===== config.mk =====
export PLATFORM = sky130hd
export DESIGN_NAME = char_lcd_shadow_refresh
export DESIGN_NICKNAME = d
export VERILOG_FILES = /design/src/hdl/clsr_pkg.sv /design/src/hdl/clsr_ram.sv /design/src/hdl/clsr_front.sv /design/src/hdl/clsr_back.sv /design/src/hdl/char_lcd_shadow_refresh.sv
export SDC_FILE = /design/constraint.sdc
export NUM_CORES = 1
export LEC_CHECK = 0
export BUFFER_PORTS_ARGS = -buffer_cell sky130_fd_sc_hd__buf_2
export CORE_UTILIZATION = 40
export DETAILED_ROUTE_END_ITERATION = 10
export MAX_ROUTING_LAYER = met4
export PLACE_DENSITY = 0.65
export SYNTH_ARGS = -nofsm -noshare
export SYNTH_HDL_FRONTEND = slang
export SYNTH_HIERARCHICAL = 1
export SYNTH_SLANG_ARGS = --single-unit

===== constraint.sdc =====
create_clock -name i_clk -period 4.3 [get_ports i_clk]
set_input_delay 0.86 -clock i_clk [delete_from_list [all_inputs] [get_ports i_clk]]
set_output_delay 0.86 -clock i_clk [all_outputs]
set_load 0.02 [all_outputs]

===== src/hdl/clsr_pkg.sv =====
// Shared types and constants of the character display shadow refresh block.
// Used by clsr_front, clsr_back and the top level; depends on nothing.
package clsr_pkg;

    localparam int LINE_COLS  = 16;
    localparam int SHADOW_LEN = 2 * LINE_COLS;
    localparam int ADDR_W     = $clog2(SHADOW_LEN);
    localparam int POS_W      = $clog2(SHADOW_LEN + 1);
    localparam int FILL_W     = $clog2(LINE_COLS + 1);
    localparam int Q_DEPTH    = 2;
    localparam int QPTR_W     = $clog2(Q_DEPTH);
    localparam int QCNT_W     = $clog2(Q_DEPTH + 1);

    localparam logic [7:0] ADDR_LINE2 = 8'hC0;
    localparam logic [7:0] CMD_HOME   = 8'h02;
    localparam logic [7:0] PAD_CHAR   = 8'h20;
    localparam logic [7:0] CH_END     = 8'h00;

    localparam logic RS_CMD  = 1'b0;
    localparam logic RS_DATA = 1'b1;

    localparam logic [1:0] LINE_ONE = 2'd1;
    localparam logic [1:0] LINE_TWO = 2'd2;

    typedef enum logic [1:0] {
        CMD_TICK  = 2'd0,
        CMD_CHAR  = 2'd1,
        CMD_CLEAR = 2'd2,
        CMD_NONE  = 2'd3
    } t_cmd;

    typedef enum logic [1:0] {
        OP_TICK  = 2'd0,
        OP_CHAR  = 2'd1,
        OP_CLEAR = 2'd2
    } t_op;

    typedef struct packed {
        t_op        op;
        logic       line2;
        logic [7:0] ch;
    } t_item;

endpackage


===== src/hdl/clsr_ram.sv =====
// Generic single-write, single-read RAM with a registered read port.
// Stand-alone; no package is used.
module clsr_ram #(
    parameter int WIDTH = 8,
    parameter int DEPTH = 32
) (
    input  logic                     i_clk,
    input  logic                     i_we,
    input  logic [$clog2(DEPTH)-1:0] i_waddr,
    input  logic [WIDTH-1:0]         i_wdata,
    input  logic [$clog2(DEPTH)-1:0] i_raddr,
    output logic [WIDTH-1:0]         o_rdata
);

    logic [WIDTH-1:0] r_mem [DEPTH];
    logic [WIDTH-1:0] r_rdata;

    always_ff @(posedge i_clk) begin
        if (i_we) begin
            r_mem[i_waddr] <= i_wdata;
        end
        r_rdata <= r_mem[i_raddr];
    end

    assign o_rdata = r_rdata;

endmodule


===== src/hdl/clsr_front.sv =====
// Front end: accepts input transactions, drops those that have no effect and
// queues the rest for the back end. Depends on clsr_pkg.
module clsr_front (
    input  logic                i_clk,
    input  logic                i_rst_n,
    input  logic                i_valid,
    output logic                o_ready,
    input  logic [1:0]          i_cmd,
    input  logic                i_busy_req,
    input  logic [1:0]          i_line,
    input  logic [7:0]          i_ch,
    output logic                o_q_valid,
    output clsr_pkg::t_item     o_q_item,
    input  logic                i_q_pop
);

    clsr_pkg::t_item                 r_q [clsr_pkg::Q_DEPTH];
    logic [clsr_pkg::QPTR_W-1:0]     r_wr_ptr, n_wr_ptr;
    logic [clsr_pkg::QPTR_W-1:0]     r_rd_ptr, n_rd_ptr;
    logic [clsr_pkg::QCNT_W-1:0]     r_count, n_count;
    logic                            keep;
    logic                            push;
    clsr_pkg::t_item                 item;

    always_comb begin
        keep    = 1'b0;
        item.op = clsr_pkg::OP_TICK;
        unique case (clsr_pkg::t_cmd'(i_cmd))
            clsr_pkg::CMD_TICK: begin
                keep    = !i_busy_req;
                item.op = clsr_pkg::OP_TICK;
            end
            clsr_pkg::CMD_CHAR: begin
                keep    = (i_line == clsr_pkg::LINE_ONE) || (i_line == clsr_pkg::LINE_TWO);
                item.op = clsr_pkg::OP_CHAR;
            end
            clsr_pkg::CMD_CLEAR: begin
                keep    = 1'b1;
                item.op = clsr_pkg::OP_CLEAR;
            end
            default: begin
                keep    = 1'b0;
                item.op = clsr_pkg::OP_TICK;
            end
        endcase
        item.line2 = (i_line == clsr_pkg::LINE_TWO);
        item.ch    = i_ch;
    end

    assign o_ready   = (r_count != clsr_pkg::QCNT_W'(clsr_pkg::Q_DEPTH));
    assign push      = i_valid && o_ready && keep;
    assign o_q_valid = (r_count != '0);
    assign o_q_item  = r_q[r_rd_ptr];

    always_comb begin
        n_wr_ptr = r_wr_ptr;
        n_rd_ptr = r_rd_ptr;
        n_count  = r_count;
        if (push) begin
            n_wr_ptr = r_wr_ptr + 1'b1;
        end
        if (i_q_pop) begin
            n_rd_ptr = r_rd_ptr + 1'b1;
        end
        if (push && !i_q_pop) begin
            n_count = r_count + 1'b1;
        end else if (!push && i_q_pop) begin
            n_count = r_count - 1'b1;
        end
    end

    always_ff @(posedge i_clk) begin
        if (!i_rst_n) begin
            r_wr_ptr <= '0;
            r_rd_ptr <= '0;
            r_count  <= '0;
        end else begin
            r_wr_ptr <= n_wr_ptr;
            r_rd_ptr <= n_rd_ptr;
            r_count  <= n_count;
        end
    end

    always_ff @(posedge i_clk) begin
        if (push) begin
            r_q[r_wr_ptr] <= item;
        end
    end

endmodule


===== src/hdl/clsr_back.sv =====
// Back end: owns the shadow RAM, the refresh position and the string fill
// state, and drives the output register. Depends on clsr_pkg and clsr_ram.
module clsr_back (
    input  logic                i_clk,
    input  logic                i_rst_n,
    input  logic                i_q_valid,
    input  clsr_pkg::t_item     i_q_item,
    output logic                o_q_pop,
    output logic                o_valid,
    input  logic                i_ready,
    output logic                o_reg_select,
    output logic [7:0]          o_lcd_byte
);

    typedef enum logic [2:0] {
        S_IDLE  = 3'b001,
        S_READ  = 3'b010,
        S_SWEEP = 3'b100
    } t_state;

    localparam int AW = clsr_pkg::ADDR_W;
    localparam int PW = clsr_pkg::POS_W;
    localparam int FW = clsr_pkg::FILL_W;

    t_state                          r_state, n_state;
    logic [PW-1:0]                   r_read_pos, n_read_pos;
    logic                            r_cursor_pending, n_cursor_pending;
    logic [FW-1:0]                   r_fill, n_fill;
    logic [AW-1:0]                   r_sw_addr, n_sw_addr;
    logic [AW-1:0]                   r_sw_end, n_sw_end;
    logic [AW-1:0]                   r_rd_addr, n_rd_addr;
    logic [clsr_pkg::SHADOW_LEN-1:0] r_valid, n_valid;
    logic                            r_out_valid, n_out_valid;
    logic                            r_out_rs, n_out_rs;
    logic [7:0]                      r_out_byte, n_out_byte;

    logic          slot_free;
    logic [AW-1:0] base;
    logic [AW-1:0] char_addr;
    logic [AW-1:0] pad_end;
    logic [AW-1:0] tick_pos;
    logic [PW-1:0] next_pos;
    logic          we;
    logic [AW-1:0] waddr;
    logic [7:0]    wdata;
    logic [7:0]    rdata;

    assign slot_free = !r_out_valid || i_ready;
    assign base      = i_q_item.line2 ? AW'(clsr_pkg::LINE_COLS) : '0;
    assign char_addr = base + AW'(r_fill);
    assign pad_end   = base + AW'(clsr_pkg::LINE_COLS - 1);
    assign tick_pos  = (r_read_pos >= PW'(clsr_pkg::SHADOW_LEN)) ? '0 : r_read_pos[AW-1:0];
    assign next_pos  = PW'(r_rd_addr) + 1'b1;
    assign o_q_pop   = (r_state == S_IDLE) && i_q_valid
                       && ((i_q_item.op != clsr_pkg::OP_TICK) || slot_free);

    always_comb begin
        n_state          = r_state;
        n_read_pos       = r_read_pos;
        n_cursor_pending = r_cursor_pending;
        n_fill           = r_fill;
        n_sw_addr        = r_sw_addr;
        n_sw_end         = r_sw_end;
        n_rd_addr        = r_rd_addr;
        n_valid          = r_valid;
        n_out_valid      = r_out_valid && !i_ready;
        n_out_rs         = r_out_rs;
        n_out_byte       = r_out_byte;
        we               = 1'b0;
        waddr            = r_sw_addr;
        wdata            = clsr_pkg::PAD_CHAR;

        unique case (r_state)
            S_IDLE: begin
                if (o_q_pop) begin
                    unique case (i_q_item.op)
                        clsr_pkg::OP_TICK: begin
                            if (r_cursor_pending) begin
                                n_cursor_pending = 1'b0;
                                n_out_valid      = 1'b1;
                                n_out_rs         = clsr_pkg::RS_CMD;
                                if (r_read_pos == PW'(clsr_pkg::LINE_COLS)) begin
                                    n_out_byte = clsr_pkg::ADDR_LINE2;
                                end else begin
                                    n_out_byte = clsr_pkg::CMD_HOME;
                                    n_read_pos = '0;
                                end
                            end else begin
                                n_rd_addr = tick_pos;
                                n_state   = S_READ;
                            end
                        end
                        clsr_pkg::OP_CHAR: begin
                            if (i_q_item.ch == clsr_pkg::CH_END) begin
                                n_fill = '0;
                                if (r_fill < FW'(clsr_pkg::LINE_COLS)) begin
                                    n_sw_addr = char_addr;
                                    n_sw_end  = pad_end;
                                    n_state   = S_SWEEP;
                                end
                            end else if (r_fill < FW'(clsr_pkg::LINE_COLS)) begin
                                we                 = 1'b1;
                                waddr              = char_addr;
                                wdata              = i_q_item.ch;
                                n_valid[char_addr] = 1'b1;
                                n_fill             = r_fill + 1'b1;
                            end
                        end
                        clsr_pkg::OP_CLEAR: begin
                            n_sw_addr = '0;
                            n_sw_end  = AW'(clsr_pkg::SHADOW_LEN - 1);
                            n_state   = S_SWEEP;
                        end
                        default: begin
                            n_state = S_IDLE;
                        end
                    endcase
                end
            end
            S_READ: begin
                n_out_valid = 1'b1;
                n_out_rs    = clsr_pkg::RS_DATA;
                n_out_byte  = r_valid[r_rd_addr] ? rdata : 8'h00;
                n_read_pos  = next_pos;
                if ((next_pos == PW'(clsr_pkg::LINE_COLS))
                    || (next_pos == PW'(clsr_pkg::SHADOW_LEN))) begin
                    n_cursor_pending = 1'b1;
                end
                n_state = S_IDLE;
            end
            S_SWEEP: begin
                we                 = 1'b1;
                waddr              = r_sw_addr;
                wdata              = clsr_pkg::PAD_CHAR;
                n_valid[r_sw_addr] = 1'b1;
                n_sw_addr          = r_sw_addr + 1'b1;
                if (r_sw_addr == r_sw_end) begin
                    n_state = S_IDLE;
                end
            end
            default: begin
                n_state = S_IDLE;
            end
        endcase
    end

    always_ff @(posedge i_clk) begin
        if (!i_rst_n) begin
            r_state          <= S_IDLE;
            r_read_pos       <= '0;
            r_cursor_pending <= 1'b0;
            r_fill           <= '0;
            r_valid          <= '0;
            r_out_valid      <= 1'b0;
        end else begin
            r_state          <= n_state;
            r_read_pos       <= n_read_pos;
            r_cursor_pending <= n_cursor_pending;
            r_fill           <= n_fill;
            r_valid          <= n_valid;
            r_out_valid      <= n_out_valid;
        end
    end

    always_ff @(posedge i_clk) begin
        r_sw_addr  <= n_sw_addr;
        r_sw_end   <= n_sw_end;
        r_rd_addr  <= n_rd_addr;
        r_out_rs   <= n_out_rs;
        r_out_byte <= n_out_byte;
    end

    clsr_ram #(
        .WIDTH (8),
        .DEPTH (clsr_pkg::SHADOW_LEN)
    ) u_shadow (
        .i_clk   (i_clk),
        .i_we    (we),
        .i_waddr (waddr),
        .i_wdata (wdata),
        .i_raddr (tick_pos),
        .o_rdata (rdata)
    );

    assign o_valid      = r_out_valid;
    assign o_reg_select = r_out_rs;
    assign o_lcd_byte   = r_out_byte;

    a_pos_range: assert property (@(posedge i_clk) disable iff (!i_rst_n)
        r_read_pos <= PW'(clsr_pkg::SHADOW_LEN))
        else $error("Refresh position has run past the end of the shadow.");

    a_fill_range: assert property (@(posedge i_clk) disable iff (!i_rst_n)
        r_fill <= FW'(clsr_pkg::LINE_COLS))
        else $error("String fill count has run past the end of a line.");

    a_cursor_pos: assert property (@(posedge i_clk) disable iff (!i_rst_n)
        r_cursor_pending |-> ((r_read_pos == PW'(clsr_pkg::LINE_COLS))
                              || (r_read_pos == PW'(clsr_pkg::SHADOW_LEN))))
        else $error("Cursor command pending away from a line end.");

    a_read_slot: assert property (@(posedge i_clk) disable iff (!i_rst_n)
        (r_state == S_READ) |-> !r_out_valid)
        else $error("Shadow read finishing while the output register is occupied.");

    a_pop_idle: assert property (@(posedge i_clk) disable iff (!i_rst_n)
        o_q_pop |=> (r_state != S_IDLE) || !$stable(r_out_valid) || $past(i_q_item.op)
                    != clsr_pkg::OP_TICK || r_out_valid)
        else $error("Refresh tick taken from the queue without any effect.");

endmodule


===== src/hdl/char_lcd_shadow_refresh.sv =====
// Top level of the character display shadow refresh block.
// Depends on clsr_pkg, clsr_front and clsr_back.
//
// Keeps a shadow of a two-line display and, on each non-busy refresh tick,
// emits one bus transfer: the next shadow character as data, or a cursor
// command (line-2 address after line 1, return home after line 2). A
// two-entry queue sits between the input front end and the back end, so
// the input side takes transactions while the back end works. In the back
// end a data tick reads the shadow RAM (one read port) in READ, a cursor tick
// or stored character is handled in IDLE, a terminating zero pads the rest
// of its line (up to LINE_COLS columns) and a clear all 2*LINE_COLS columns
// in SWEEP, one column per cycle, as the shadow RAM has one write port.
// Busy ticks, unused commands and characters for lines other than 1 or 2
// are dropped at the input. Results wait in an output register until taken.
module char_lcd_shadow_refresh (
    input  logic        i_clk,
    input  logic        i_rst_n,
    input  logic        s_axis_tvalid,
    output logic        s_axis_tready,
    input  logic [15:0] s_axis_tdata,   // busy_req [0], line [2:1], ch [10:3], zeros above
    input  logic [1:0]  s_axis_tuser,   // cmd [1:0]
    output logic        m_axis_tvalid,
    input  logic        m_axis_tready,
    output logic [7:0]  m_axis_tdata,   // lcd_byte [7:0]
    output logic        m_axis_tuser    // reg_select [0]
);

    logic            q_valid;
    logic            q_pop;
    clsr_pkg::t_item q_item;

    clsr_front u_front (
        .i_clk      (i_clk),
        .i_rst_n    (i_rst_n),
        .i_valid    (s_axis_tvalid),
        .o_ready    (s_axis_tready),
        .i_cmd      (s_axis_tuser),
        .i_busy_req (s_axis_tdata[0]),
        .i_line     (s_axis_tdata[2:1]),
        .i_ch       (s_axis_tdata[10:3]),
        .o_q_valid  (q_valid),
        .o_q_item   (q_item),
        .i_q_pop    (q_pop)
    );

    clsr_back u_back (
        .i_clk        (i_clk),
        .i_rst_n      (i_rst_n),
        .i_q_valid    (q_valid),
        .i_q_item     (q_item),
        .o_q_pop      (q_pop),
        .o_valid      (m_axis_tvalid),
        .i_ready      (m_axis_tready),
        .o_reg_select (m_axis_tuser),
        .o_lcd_byte   (m_axis_tdata)
    );

endmodule

==> results of run 1 <==
## worst max-delay path, delay by kind of cell (launching register included)
family                   cells  cell delay (ns)
adder cells (fa/ha/maj)      1             0.30
buffers and inverters        3             0.45
flip-flops                   1             0.32
multiplexers                 2             0.78
AND/OR/NAND/NOR              5             1.57
## cells by family after synthesis
| family | Yosys count |
|---|---|
| buf+inv | 61 |
| simple gates | 216 |
| compound gates | 110 |
| xor+xnor | 9 |
| mux | 123 |
| fa+ha+maj | 15 |
| flops | 359 |
## worst paths after layout
path	cells after the start	startpoint	end
max reg2reg	11	register	u_back/u_shadow/r_mem[9][7]
min reg2reg	2	u_back/r_valid[11]	u_back/r_valid[11]
min	2	u_back/r_valid[11]	u_back/r_valid[11]
max	11	register	u_back/u_shadow/r_mem[9][7]
## placed cells by master, fill, tap and decap left out, types with 10 or more instances in the layout
cell type,n
inv_1,12
nor2_1,94
clkbuf_16,37
buf_4,41
mux4_2,85
a21oi_1,42
edfxtp_1,298
dfxtp_1,61
mux2_2,24
o21ai_0,10
ha_1,15
nand2_1,29
a22o_1,24
mux2i_1,14
and2_1,13
buf_2,27
clkinv_1,13
nand3_1,11
## per-layer routing
layer / global-route usage, % / part of all wire, %
met5: - / 0
met4: 5.72 / 2.8
met3: 2.90 / 5.4
met2: 26.7 / 48
met1: 22.9 / 44
## through the flow
step | hold slack [ns] | total power [W] | cell area [um2]
floorplan | 0.431 | 0.00483 | 14900
global placement | 0.445 | 0.00515 | 15700
detailed placement | 0.454 | 0.00518 | 15700
CTS | 0.469 | 0.00830 | 16900
global route | 0.494 | 0.00854 | 16900
finish | 0.467 | 0.00823 | 16900
## synth_stat cells (13+ instances only)
cell	number
nor2_1	94
clkbuf_1	23
a22o_1	24
mux4_2	85
mux2i_1	14
nand2_1	29
mux2_2	24
edfxtp_1	298
ha_1	15
and2_1	13
a21oi_1	42
dfxtp_1	61
## sequential cells by signal, summed over array words and instances, names as in the netlist, named ones only
register / count
u_back/u_shadow/r_mem: 256
u_back/r_cursor_pending: 1
u_front/r_wr_ptr: 1
u_back/r_sw_end: 1
u_back/r_rd_addr: 5
u_back/r_sw_addr: 5
u_back/r_valid: 32
u_back/o_reg_select: 1
u_back/r_read_pos: 6
u_front/r_q: 22
u_back/r_state: 3
u_back/o_lcd_byte: 8
u_front/r_count: 2
u_back/u_shadow/o_rdata: 8
u_front/r_rd_ptr: 1
u_back/o_valid: 1
u_back/r_fill: 5
## power groups by stage
stage | clock (W) | sequential (W) | combinational, W
6_report | 0.00313 | 0.00409 | 0.00102
5_1_grt | 0.00332 | 0.00410 | 0.00111
4_1_cts | 0.00319 | 0.00409 | 0.00102
3_5_place_dp | 0 | 0.00416 | 0.00102
3_3_place_gp | 0 | 0.00416 | 0.000989
2_1_floorplan | 0 | 0.00413 | 0.000704
## area by class of cell
cell class	instances	share of cell area (%)
multi-input combinational	473	26.3
sequential	359	60.1
timing repair buffer	70	2.85
clock buffer	41	5.56
clock inverter	27	1.44
inverter	13	0.288
tap	468	3.46
==> impl_metrics.json, run 1 <==
{
  "critPathLaunchType": "register",
  "outcome": "finished, final reports clean",
  "sw_frac_of_total_pct": 25.2,
  "timing.setup.tns_ns": 0,
  "clk_pin_slew_ns": 0.06,
  "viasPerCell": 5.48,
  "cts_buffer_depth": 3,
  "grt-ovfl-total": 0,
  "cts_max_level": 2,
  "seqPwrFrac_pct": 49.7,
  "grt_pass1_wl_mm": 47.6,
  "fp.dieW_um": 195,
  "period_minus_slack_ns": 3.72,
  "p_per_area_mw_per_mm2": 486,
  "syn_inst": 893,
  "post-route-period-util_pct": 86.6,
  "firstDrtPassIters": 5,
  "cts_setup_buffers": 0,
  "cts_tree": "yes",
  "crit_path_end_kind": "register",
  "rsz0062_at_grt": "false",
  "pin_count": 33,
  "start_util_pct": 40.7,
  "synth_mux_area_share_pct": 15.6,
  "drtAntennaViolNets": 0,
  "nets": 991,
  "io_buffer_count": 27,
  "synth_top_area_cell": "edfxtp_1",
  "areaGrowthSynthToFinish_pct": 13.7,
  "drt_iter0_drc": 787,
  "yosys_warnings": 6,
  "setup_violations": 0,
  "drive_above_1_share_pct": 25.3,
  "cts_sinks": 359,
  "regArea_mm2": 0.0102,
  "yosys.area_share.simple_pct": 7.30,
  "cpPeakStageDelay_ns": 0.55,
  "synth-compound-area-share_pct": 5.12,
  "synthFlopType": "edfxtp_1",
  "cts_buffers": 37,
  "die_h_um": 195,
  "synth_area_leaders": "edfxtp_1 60%, mux4_2 13%, dfxtp_1 8.2%, nor2_1 2.4%, mux2_2 1.8%",
  "max_freq_mhz": 269,
  "clkPwrFrac_pct": 38.0,
  "vias": 7945,
  "hpwl_mm": 19.5,
  "slew_viol_final": 0,
  "worst-endpoint-arrival_ns": 3.95,
  "crit_required_ns": 4.52,
  "synth_top_family_by_area": "multiplexers",
  "cap_violations": 0,
  "place.gp.congestion": 0.846,
  "cts_root_buf": "clkbuf_16",
  "skew_ns": 0.0260,
  "reg2reg_slack_ns": 0.58,
  "num_rows": 70,
  "async_reset_ff_share_pct": 0,
  "synth_cell_types": 56,
  "comb_power_share_pct": 12.3,
  "synth_xor_area_share_pct": 0.529,
  "grt_use_total_pct": 17.1,
  "setup_ws_ns": 0.576,
  "final_cell_count_no_fill": 1451,
  "postCtsHoldBufs": 0,
  "fillers": 3148,
  "yosys.area.top_type_share_pct": 60.1,
  "diodes": 0,
  "slowest_stage": "or3b_2",
  "critical_path_class": "reg2reg",
  "drc": 0,
  "power.internal_w": 0.00616,
  "path_cells": "buf_4 -> mux2_2 -> inv_1 -> ha_1 -> nand3b_1 -> nand3_2 -> nor2_1 -> mux2_2 -> or3b_2 -> nor2_1 -> buf_4",
  "synth.yosys.seq_area_share_pct": 68.3,
  "ir_worst_vdd_v": 0.000237,
  "p_switching_w": 0.00207,
  "grt_pass1_vias": 8037,
  "core_area_mm2": 0.0366,
  "wire_per_inst_um": 21.4,
  "crit_fanout": 10,
  "routed_wl_mm": 31.0,
  "die_area_mm2": 0.0380,
  "hold_path_class": "reg2reg",
  "synth.avg_cell_area_um2": 16.7,
  "max-slew-margin-rel_pct": 13.0,
  "synth_seq_cells": 359,
  "antenna_found_initial": 0,
  "synth_edf_count": 298,
  "cts_resized": 0,
  "multiInputGateArea_mm2": 0.00446,
  "synth_area_mm2": 0.0149,
  "insertion_delay_ns": 0.54,
  "pre_cts_ws_ns": 0.613,
  "hold_viol": 0,
  "tightest_slew_ns": 1.30,
  "syn-num-nets": 930,
  "grt_max_degree": 66,
  "dp.cells": 1383,
  "leakagePower_nw": 5.51,
  "synth_adder_area_share_pct": 1.26,
  "final_util_pct": 46.2
}
No activity file was read; power rests on OpenSTA's default activity.
==> inputs of run 2 (changes only) <==
--- a/config.mk
+++ b/config.mk
@@ -9,7 +9,7 @@
 export CORE_UTILIZATION = 40
 export DETAILED_ROUTE_END_ITERATION = 10
 export MAX_ROUTING_LAYER = met4
-export PLACE_DENSITY = 0.65
+export PLACE_DENSITY = 0.67
 export SYNTH_ARGS = -nofsm -noshare
 export SYNTH_HDL_FRONTEND = slang
 export SYNTH_HIERARCHICAL = 1
==> constraint.sdc (replaced) <==
create_clock -name i_clk -period 3.12 [get_ports i_clk]
set_input_delay 0.624 -clock i_clk [delete_from_list [all_inputs] [get_ports i_clk]]
set_output_delay 0.624 -clock i_clk [all_outputs]
set_load 0.02 [all_outputs]
==> run 2 against run 1 <==
  * The flow now finishes with violations (setup timing)
  * Flip-flop and latch count unchanged
  * Clock power up 39%
  * Sequential power up 38%
  * Register-to-register slack worse by 0.61 ns
  * Power up 43%
  * Die area unchanged
  * Clock skew down 0.0014 ns
  * Critical path type unchanged
  * Largest power group unchanged
==> impl_metrics.json, run 2 (synthesized netlist as in run 1, its figures left out) <==
{
  "outcome": "finished, violations left",
  "violations": "setup timing",
  "routed_wl_mm": 31.8,
  "postCtsHoldBufs": 0,
  "place.gp.congestion": 0.839,
  "cts_buffers": 38,
  "setup_violations": 40,
  "cts_tree": "yes",
  "hold_viol": 0,
  "crit_path_end": "u_back/u_shadow/r_mem[27][0]",
  "viasPerCell": 5.53,
  "fp.dieW_um": 195,
  "hpwl_mm": 20.3,
  "nets": 1028,
  "post-route-period-util_pct": 101,
  "fillers": 3033,
  "drc": 0,
  "cap_violations": 0,
  "crit_path_end_kind": "register",
  "crit_fanout": 8,
  "slew_viol_final": 0,
  "reg2reg_depth": 11,
  "largest_register": "u_back/u_shadow/r_mem",
  "final_common_cell": "edfxtp_1",
  "cts_buffer_depth": 3,
  "setup_ws_ns": -0.0321,
  "final_util_pct": 48.2,
  "cts_root_buf": "clkbuf_16",
  "rsz0062_at_grt": "true",
  "critPathLaunchType": "register",
  "p_per_area_mw_per_mm2": 665,
  "drtAntennaViolNets": 0,
  "hold_ws_ns": 0.297,
  "timing.setup.tns_ns": -0.586,
  "grt_use_total_pct": 17.8,
  "period_minus_slack_ns": 3.15,
  "final_area_mm2": 0.0176,
  "drive_above_1_share_pct": 31.3,
  "antenna_found_initial": 0,
  "io_buffer_count": 27,
  "hold_path_class": "in2reg",
  "grt_pass1_wl_mm": 49.9,
  "die_h_um": 195,
  "cts_max_level": 2,
  "dpl-instance-area_mm2": 0.0162,
  "tightest_slew_ns": 0.813,
  "grt-ovfl-total": 0,
  "largest_reg_flops": 256,
  "multiInputGateArea_mm2": 0.00463,
  "crit_required_ns": 3.34,
  "leakagePower_nw": 5.79,
  "wire_per_inst_um": 21.4,
  "drt_iter0_drc": 787,
  "insertion_delay_ns": 0.53,
  "max-slew-margin-rel_pct": 45.7,
  "core_area_mm2": 0.0366,
  "regArea_mm2": 0.0102,
  "cts_sinks": 359,
  "diodes": 0,
  "grt_max_degree": 49,
  "biggestRegsByFlops": "u_back/u_shadow/r_mem x256, u_back/r_valid x32, u_front/r_q x22",
  "areaGrowthSynthToFinish_pct": 18.5,
  "skew_ns": 0.0246,
  "critical_path_class": "reg2reg",
  "firstDrtPassIters": 7,
  "layout_common_cells": "298 x edfxtp_1, 85 x mux4_2, 73 x nor2_1, 60 x dfxtp_1, 47 x buf_4",
  "vias": 8230,
  "num_rows": 70,
  "max_freq_mhz": 317,
  "rr_endpoint": "u_back/u_shadow/r_mem[27][0]",
  "die_area_mm2": 0.0380,
  "grt_pass1_vias": 8253,
  "start_util_pct": 40.7,
  "ir_worst_vdd_v": 0.000335,
  "clk_pin_slew_ns": 0.06,
  "pin_count": 33,
  "worst-endpoint-arrival_ns": 3.38,
  "reg2reg_slack_ns": -0.03
}
## run 2: stage by stage
| step | worst slack, ns | cells | power (W) |
|---|---|---|---|
| after floorplan | -0.0752 | 893 | 0.00672 |
| after global routing | -0.165 | 1489 | 0.0122 |
| after detailed placement | -0.213 | 1414 | 0.00738 |
| final | -0.0321 | 1489 | 0.0117 |
| after CTS | -0.00430 | 1488 | 0.0118 |
| after global placement | -0.190 | 1414 | 0.00734 |
## run 2: where the power goes
group	internal [W]	total, W	switching [W]
logic	0.000705	0.00176	0.00105
registers	0.00550	0.00564	0.000134
clock network	0.00256	0.00434	0.00178
total	0.00877	0.0117	0.00297
## run 2: how the worst min path moves through the flow
stage	cells after the start	to	from	slack, ns
floorplan	2	u_back/r_valid[26]	u_back/r_valid[26]	0.43
global placement	2	u_back/r_valid[13]	u_back/r_valid[13]	0.45
detailed placement	2	u_back/r_valid[12]	u_back/r_valid[12]	0.46
CTS	1	u_front/r_q[1][6]	s_axis_tdata[9]	0.28
global route	1	u_front/r_q[0][5]	s_axis_tdata[8]	0.28
finish	1	u_front/r_q[0][5]	s_axis_tdata[8]	0.30
## run 2: final cells by class
cell class | count | share of cell area [%]
Sequential cell | 359 | 57.6
Multi-Input combinational cell | 473 | 26.2
Clock buffer | 51 | 6.01
Inverter | 13 | 0.277
Clock inverter | 19 | 0.915
Timing Repair Buffer | 106 | 5.62
Tap cell | 468 | 3.32
## run 2: repair_timing
item                                   in CTS  in global routing
resized for setup                          15                 26
setup endpoints to repair                 205                256
pin swaps                                   7                  5
setup buffers                               4                  1
endpoints found under the hold margin       0                  0
## run 2: routing by layer
layer	global-route usage, %	share of wire (%)
met1	24.0	44
met2	28.0	49
met4	4.61	2.1
met5	-	0
met3	3.33	5.7
## run 2: worst max-delay path, cell delays in order (launching register included)
cell and delay [ns]:
dfxtp_2 0.34, buf_12 0.13, mux2_4 0.31, or4_4 0.57, o21ai_4 0.19, nor2_2 0.06, buf_6 0.13, mux2_4 0.32
buf_6 0.13, nand3b_1 0.29, nor2_1 0.21, buf_6 0.17
==> inputs of run 3 (changes only) <==
--- a/config.mk
+++ b/config.mk
@@ -8,7 +8,6 @@
 export BUFFER_PORTS_ARGS = -buffer_cell sky130_fd_sc_hd__buf_2
 export CORE_UTILIZATION = 40
 export DETAILED_ROUTE_END_ITERATION = 10
-export MAX_ROUTING_LAYER = met4
 export PLACE_DENSITY = 0.67
 export SYNTH_ARGS = -nofsm -noshare
 export SYNTH_HDL_FRONTEND = slang
==> run 3 against run 2 <==
  * The run still ends with setup timing left
  * Via count decreased by 0.36%
  * Wire length increased by 0.42%
  * Register-to-register slack about the same
  * Final area unchanged
  * Sequential share of layout area unchanged
  * Worst setup slack improved by 0.0021 ns
  * Largest power group unchanged
==> impl_metrics.json, run 3 (synthesized netlist as in run 1, its figures left out) <==
{
  "period_minus_slack_ns": 3.15,
  "largest_register": "u_back/u_shadow/r_mem",
  "cpPeakStageDelay_ns": 0.57,
  "vias": 8200,
  "num_rows": 70,
  "cts_root_buf": "clkbuf_16",
  "hpwl_mm": 20.3,
  "largest_reg_flops": 256,
  "slowest_stage": "or4_4",
  "viasPerCell": 5.51,
  "routed_wl_mm": 32.0,
  "outcome": "finished, violations left",
  "cap_violations": 0,
  "start_util_pct": 40.7,
  "max-slew-margin-rel_pct": 44.6,
  "critical_path_class": "reg2reg",
  "rsz0062_at_grt": "true",
  "fp.dieW_um": 195,
  "postCtsHoldBufs": 0,
  "regArea_mm2": 0.0102,
  "skew_ns": 0.0245,
  "drt_iter0_drc": 740,
  "dp.cells": 1414,
  "grt_max_degree": 49,
  "final_cell_count_no_fill": 1489,
  "biggestRegsByFlops": "u_back/u_shadow/r_mem x256, u_back/r_valid x32, u_front/r_q x22",
  "crit_required_ns": 3.34,
  "worst-endpoint-arrival_ns": 3.37,
  "firstDrtPassIters": 5,
  "drtAntennaViolNets": 0,
  "core_area_mm2": 0.0366,
  "crit_path_end_kind": "register",
  "areaGrowthSynthToFinish_pct": 18.5,
  "hold_viol": 0,
  "post-route-period-util_pct": 101,
  "path_cells": "buf_12 -> mux2_4 -> or4_4 -> o21ai_4 -> nor2_2 -> buf_6 -> mux2_4 -> buf_6 -> nand3b_1 -> nor2_1 -> buf_6",
  "nets": 1028,
  "diodes": 0,
  "ir_worst_vdd_v": 0.000336,
  "antenna_found_initial": 0,
  "die_area_mm2": 0.0380,
  "clk_pin_slew_ns": 0.05,
  "leakagePower_nw": 5.79,
  "layout_common_cells": "298 x edfxtp_1, 85 x mux4_2, 73 x nor2_1, 60 x dfxtp_1, 47 x buf_4",
  "tightest_slew_ns": 0.830,
  "max_freq_mhz": 317,
  "p_per_area_mw_per_mm2": 665,
  "cp_common_cell": "buf_6",
  "slew_viol_final": 0,
  "hold_ws_ns": 0.298,
  "place.gp.congestion": 0.826,
  "crit_fanout": 8,
  "cts_buffer_depth": 3,
  "reg2reg_slack_ns": -0.03,
  "drive_above_1_share_pct": 31.3,
  "io_buffer_count": 27,
  "drc": 0,
  "total_power_w": 0.0117,
  "setup_violations": 47,
  "cts_tree": "yes",
  "grt_pass1_wl_mm": 49.9,
  "cts_buffers": 38,
  "grt_pass1_vias": 8246,
  "cts_sinks": 359,
  "die_h_um": 195,
  "multiInputGateArea_mm2": 0.00463,
  "critPathLaunchType": "register",
  "wire_per_inst_um": 21.5,
  "pin_count": 33,
  "fillers": 3033,
  "setup_ws_ns": -0.0300,
  "hold_path_class": "in2reg",
  "grt-ovfl-total": 0,
  "grt_use_total_pct": 17.3,
  "violations": "setup timing",
  "insertion_delay_ns": 0.53,
  "final_common_cell": "edfxtp_1",
  "cts_max_level": 2,
  "pre_cts_ws_ns": -0.213
}
==> run 3: final timing paths <==
kind,from,to,cells past startpoint
setup / recovery,register,u_back/u_shadow/r_mem[27][3],11
hold / removal,s_axis_tdata[9],u_front/r_q[1][6],1
setup reg to reg,register,u_back/u_shadow/r_mem[27][3],11
hold reg to reg,u_back/r_valid[2],u_back/r_valid[2],2
==> run 3: power by group <==
part / leakage [nW] / internal, W / switching, W
logic: 1.98 / 0.000706 / 0.00105
registers: 3.22 / 0.00550 / 0.000132
clock network: 0.599 / 0.00256 / 0.00178
total: 5.79 / 0.00877 / 0.00297
==> run 3: critical path, delay by kind of cell, from the launching register on <==
family	cells	cell delay, ns
buf+inv	4	0.56
flops	1	0.34
compound gates	1	0.19
mux	2	0.64
simple gates	4	1.12
==> run 3: area by class of cell <==
type                       count  area share [%]
clock buffer                  51            6.01
multi-input combinational    473            26.2
sequential                   359            57.6
tap                          468            3.32
timing repair buffer         106            5.62
clock inverter                19           0.915
inverter                      13           0.277
==> run 3: metrics by stage <==
step | utilization (%) | cell area (um2) | setup TNS [ns]
after floorplan | - | 15000 | -8.34
after global placement | 44.3 | 16200 | -16.92
after detailed placement | 44.3 | 16200 | -21.82
after CTS | 47.9 | 17500 | -0.0186
after global routing | 48.2 | 17600 | -19.83
final | 48.2 | 17600 | -0.588
==> run 3: what timing repair did <==
action | in CTS | in global routing
buffers inserted | 4 | 1
endpoints found under the setup margin | 205 | 256
hold endpoints to repair | 0 | 0
resized for setup | 15 | 26
pin swaps | 7 | 5
==> run 3: layer usage <==
metal | track usage (%) | part of all wire [%] | vias to the layer above | wire length (um)
li1 | - | - | 3712 | -
met1 | 24.0 | 44 | 4209 | 14000
met2 | 27.9 | 48 | 235 | 15500
met3 | 3.44 | 5.7 | 44 | 1810
met4 | 4.61 | 2.2 | 0 | 695
met5 | 0 | 0 | - | 0
